$ cat src/hdl/rmq_sqrt_pipe.sv
// ---------------------------------------------------------------------------
// rmq_sqrt_pipe
// Pipelined integer square root, one result bit per register stage,
// with a side-band word carried alongside.
// ---------------------------------------------------------------------------
`default_nettype none

module rmq_sqrt_pipe #(
  parameter int RW = 32,
  parameter int SW = 8
) (
  input  wire logic              clk,
  input  wire logic              rst,
  input  wire logic              ce,
  input  wire logic              in_valid,
  input  wire logic [RW-1:0]     in_rad,
  input  wire logic [SW-1:0]     in_side,
  output logic                   out_valid,
  output logic [RW/2-1:0]        out_root,
  output logic [SW-1:0]          out_side
);

  localparam int N = RW / 2;

  logic [RW-1:0]  rad_q  [N];
  logic [N+1:0]   rem_q  [N];
  logic [N-1:0]   root_q [N];
  logic [SW-1:0]  side_q [N];
  logic           vld_q  [N];

  for (genvar k = 0; k < N; k++) begin : g_stage
    logic [RW-1:0] p_rad;
    logic [N+1:0]  p_rem;
    logic [N-1:0]  p_root;
    logic [SW-1:0] p_side;
    logic          p_vld;
    logic [N+3:0]  rs;
    logic [N+3:0]  trial;
    logic          ge;

    if (k == 0) begin : g_first
      assign p_rad  = in_rad;
      assign p_rem  = '0;
      assign p_root = '0;
      assign p_side = in_side;
      assign p_vld  = in_valid;
    end else begin : g_next
      assign p_rad  = rad_q[k-1];
      assign p_rem  = rem_q[k-1];
      assign p_root = root_q[k-1];
      assign p_side = side_q[k-1];
      assign p_vld  = vld_q[k-1];
    end

    // bring down two radicand bits and try 4*root+1
    assign rs    = {p_rem, p_rad[RW-1:RW-2]};
    assign trial = (N+4)'({p_root, 2'b01});
    assign ge    = rs >= trial;

    always_ff @(posedge clk) begin
      if (rst) begin
        vld_q[k] <= 1'b0;
      end else if (ce) begin
        vld_q[k] <= p_vld;
      end
    end

    always_ff @(posedge clk) begin
      if (ce) begin
        rad_q[k]  <= {p_rad[RW-3:0], 2'b00};
        rem_q[k]  <= ge ? (N+2)'(rs - trial) : (N+2)'(rs);
        root_q[k] <= {p_root[N-2:0], ge};
        side_q[k] <= p_side;
      end
    end
  end

  assign out_valid = vld_q[N-1];
  assign out_root  = root_q[N-1];
  assign out_side  = side_q[N-1];

endmodule

`default_nettype wire

$ cat config.mk
export PLATFORM = sky130hd
export DESIGN_NAME = rmq_sqrt_pipe
export DESIGN_NICKNAME = d
export VERILOG_FILES = /design/src/hdl/rmq_sqrt_pipe.sv
export SDC_FILE = /design/constraint.sdc
export NUM_CORES = 1
export LEC_CHECK = 0
export BUFFER_PORTS_ARGS = -buffer_cell sky130_fd_sc_hd__buf_4
export CELL_PAD_IN_SITES_DETAIL_PLACEMENT = 1
export CELL_PAD_IN_SITES_GLOBAL_PLACEMENT = 2
export CORE_MARGIN = 4
export CORE_UTILIZATION = 50
export CTS_CLUSTER_SIZE = 8
export DETAILED_ROUTE_END_ITERATION = 8
export PLACE_DENSITY_LB_ADDON = 0.1
export SLEW_MARGIN = 25
export SYNTH_ARGS = -nofsm -noshare
export SYNTH_HDL_FRONTEND = slang
export SYNTH_SLANG_ARGS = --single-unit
$ cat constraint.sdc
create_clock -name clk -period 7.8 [get_ports clk]
set_input_delay 1.56 -clock clk [delete_from_list [all_inputs] [get_ports clk]]
set_output_delay 1.56 -clock clk [all_outputs]
set_load 0.02 [all_outputs]
## After elaboration in Yosys (flattened, before gate mapping)

Memories as Yosys holds them, arrays and structs flattened.
Index checks and enable logic that the tools add are counted.

| cells by class | value |
|---|---|
| add/subtract/negate cells | 16 |
| $mul | 0 |
| divide/modulo/power cells | 0 |
| $lt $le $gt $ge | 16 |
| equality and inequality tests | 0 |
| shifts and indexed selects | 0 |
| mux-type cells | 38 |
| bitwise gates (word level) | 16 |
| reductions and logical operators | 0 |

Operators with widths:

| kind | count |
|---|---|
| 20-bit by 18-bit >= comparator with 1-bit output | 15 |
| 18-bit two-way mux | 16 |
| 18-bit subtractor | 15 |
| 1-bit two-way mux | 22 |
| 1-bit OR | 16 |
| 2-bit by 1-bit subtractor with 3-bit output, second input constant | 1 |
| 2-bit by 1-bit >= comparator with 1-bit output, second input constant | 1 |

| word-level totals | value |
|---|---|
| register bits after elaboration | 0 |
| bits in latches | 0 |
| bits in writable memories | 1,168 |
| bits in read-only memories | 0 |
| memories kept | 5 |

Memory list:

| name | words | bits a word | rd ports | clocked after memory_dff | write ports | RTL line | text |
|---|---|---|---|---|---|---|---|
| rad_q | 16 | 30 | 15 | 0 | 16 | 25 | `logic [RW-1:0] rad_q [N];` |
| rem_q | 16 | 18 | 15 | 0 | 16 | 26 | `logic [N+1:0] rem_q [N];` |
| root_q | 16 | 16 | 16 | 0 | 16 | 27 | `logic [N-1:0] root_q [N];` |
| side_q | 16 | 8 | 16 | 0 | 16 | 28 | `logic [SW-1:0] side_q [N];` |
| vld_q | 16 | 1 | 16 | 0 | 16 | 29 | `logic vld_q [N];` |

## Depth between registers and ports, before layout

| logic depth | value |
|---|---|
| depth after elaboration | 4 |
| gate-level depth with buffers | 11 |
| gate-level depth less buffers | 10 |

## Least setup slack after synthesis

OpenSTA, ideal clock, no wires.

| timing | value |
|---|---|
| path kind | reg-to-reg |
| start | memory rem_q[6][21] (netlist name) |
| end | memory rem_q[7][17] (netlist name), data pin |
| arrival time | 2.368 ns |
| path slack | 5.173 ns |
| cell stages (with the launch flop) | 10 |
| path buffers | 1 |
| clock period less this slack | 2.627 ns |
| path through | edfxtp_1 -> ha_1 -> a211oi_1 -> o211ai_1 -> and2_0 -> a211o_1 -> a211oi_1 -> buf_2 -> nor2_1 -> mux2_2 |

RTL lines:

| what | RTL line |
|---|---|
| start, declared | 26 |

==> impl_results.md <==
- Status: finished, final reports clean
- Initial Utilization: 0.505
- Worst hold margin: 390 ps
- Cts bufs inserted: 106
- Crit end category: flip-flop
- Post-synth EDFFs: 770
- Post-synth ARST share: 0
- Worst-path clk slew: 50 ps
- Via density: 5.37
- CTS tree: built
- Final Skew: between 50 and 60 ps
- Crit path required time: 8170 ps
- Non-Filler Instances: between 3000 and 4000
- CP startpoint kind: flip-flop
- Hold buffers post-CTS: 0
- Final setup vio count: 0
- Rows: 94
- # clock sinks: slightly below 800
- Mapped Area: between 30000 and 40000 um2
- Syn_area_per_cell: around 14 um2
- Via count: approximately 18000
- Min Clock Period, post-route: 3310 ps
- Cell variety after synth: 86
- # port buffers: 68
- Placed Cells: 3223
- Hold Path Class: flip-flop to flip-flop
- Resize count post-CTS: 0
- Final Cycle Share: 0.425
- Max Slew Vio Count: 0
- WS Path Type: flip-flop to flip-flop
- Top_reg_cell synth: edfxtp_1
- H-tree Lvls: 3
- CP arrival: between 3000 and 4000 ps
- Largest net degree at the start of global routing: ~170
- First-pass GRT wire length: ~100000 um
- WL final: roughly 61000 um
- Synth Register Bits: 770
- Full die area: about 70000 um2
- Net Count, Synth: around 2500
- PD cells: roughly 280 nW/um2
- Slew @ Worst Pin: approximately 870 ps
- P_leak: between 10 and 15 nW
- Fmax: ~300 MHz
- Worst skew pair latency: about 670 ps
- Final core occ: 0.573
- Max IR drop VDD: around 0.00018 V
- IO Pins: 69
- Max-cap violation count: 0
- Core area: around 66000 um2
- Iter 0 DRT Violations: between 800 and 900
- Yosys warning count: 0
- Vias in the first global route: a little under 20000
- RSZ-0062 raised after global routing: no
- Root Buffer: clkbuf_16
- Gr ovfl total: 0
- # nets final: approximately 2700
- Post-Synthesis Cells: 2309
- Die X: approximately 270 um
- Register area share after synthesis: 0.695
- GPL Wtd Cong: around 0.85
- Synth-to-layout area growth: 13.4%
- DRC: 0
- Final Hold Viols: 0
- Iteration count of the initial detailed-routing pass: 6
- DP Wirelength: approximately 42000 um
- Routed WL per cell: approximately 18 um
- Slew HR: 0.422
- Buffer count from post-CTS setup fixing: 0
- Diode count: 0
- Antenna-violating nets left: 0
- Worst-case clock buffer depth: 3
- Setup TNS: 0 ps
- Layout cell share with drive strength beyond 1: 0.103
- Initial antenna violation count: 0
- Die height: 266 um
- Total global-route track usage: 0.176
- CP max FO: 23
-- registers in the layout (all words and copies together), names as in the netlist --
register / count
rad_q: 240
root_q: 136
rem_q: 250
vld_q: 16
side_q: 128
-- worst paths after layout --
path                                    from      endpoint  slack (ps)  cells past startpoint
worst max-delay path            rem_q[5][10]  rem_q[5][24]        4490                      8
worst min-delay path            rad_q[1][54]  rad_q[1][86]         390                      0
worst max register to register  rem_q[5][10]  rem_q[5][24]        4490                      8
worst min register to register  rad_q[1][54]  rad_q[1][86]         390                      0
-- synthesized netlist by cell type, types with 12 or more instances --
cell type	number	area, um2
xor2_1	67	587
nor3_1	35	175
nor2_1	143	537
nor2b_1	26	163
nand4_1	18	113
or3_1	21	131
and2_1	23	144
o21ai_0	105	526
inv_1	187	702
ha_1	153	1910
nand3_1	32	160
nand2_1	125	469
a21o_1	32	240
nor4_1	18	113
or4_1	12	90.1
o21a_1	37	278
clkbuf_1	19	71.3
a21oi_1	130	651
a211oi_1	15	113
nand2b_1	24	150
xnor2_1	118	1030
edfxtp_1	770	23100
mux2_2	28	315
-- through the flow --
stage	instance area [um2]	power, mW	worst slack (ps)
after floorplan	33300	6.19	5170
after global placement	34900	6.58	4260
after detailed placement	34900	6.65	4160
after CTS	37700	10.7	4420
after global routing	37700	11.1	4410
final	37700	10.6	4490
-- area by class of cell --
class	instances	area [um2]
fillers	6286	28100
flip-flops and latches	770	23100
multi-input cells	1323	9320
clock buffers	108	2660
well taps	864	1080
inverters	189	709
repair buffers	77	627
clock inverters	9	204
-- metal layers --
| metal | vias up | GRT usage | wire length (um) |
|---|---|---|---|
| li1 | 8833 | - | - |
| met1 | 8817 | 0.233 | 27200 |
| met2 | 203 | 0.305 | 30600 |
| met3 | 99 | 0.0268 | 1760 |
| met4 | 0 | 0.0514 | 1270 |
| met5 | - | 0 | 0 |
-- where the power goes --
group / total [mW] / switching [mW] / internal (mW)
logic: 1.27 / 0.717 / 0.552
registers: 5.30 / 0.224 / 5.07
clock network: 3.99 / 1.60 / 2.40
total: 10.6 / 2.54 / 8.02
-- layout by cell type, fill, tap and decap left out, types with 9 or more instances in the layout --
master	Yosys	final
or4_1	12	12
o31ai_1	9	9
nor3_1	35	35
a211oi_1	15	14
o21a_1	37	37
and2_1	23	23
a21oi_1	130	130
and3_1	11	11
nor4_1	18	18
ha_1	153	153
or3_1	21	21
nand3_1	32	32
edfxtp_1	770	770
nand4_1	18	18
inv_1	187	187
a21o_1	32	32
mux2_2	28	28
xor2_1	67	67
clkbuf_16	0	106
nor2b_1	26	26
xnor2_1	118	118
nand2b_1	24	24
o211ai_1	9	9
buf_4	0	72
nor2_1	143	143
nand2_1	125	124
o21ai_0	105	105
nand3b_1	11	11
-- critical path, cell delays in order (launching register included) --
cell	delay, ps
edfxtp_1	390
ha_1	420
or4b_1	580
nor4_1	430
and3b_1	280
o21a_1	140
o31ai_4	90
buf_4	330
mux2_2	370
-- cell families (layout without fill, tap and decap cells) --
kind of cell	after synthesis	count (layout)	synth area share
AO/OA/AOI/OAI	408	408	0.0773
flip-flops	770	770	0.695
XOR/XNOR	185	185	0.0487
AND/OR/NAND/NOR	540	540	0.0839
multiplexers	36	36	0.0122
adder cells (fa/ha/maj)	153	153	0.0576
buffers and inverters	216	383	0.0251
other	1	1	0.000113
Power figures use the tool's default switching activity.
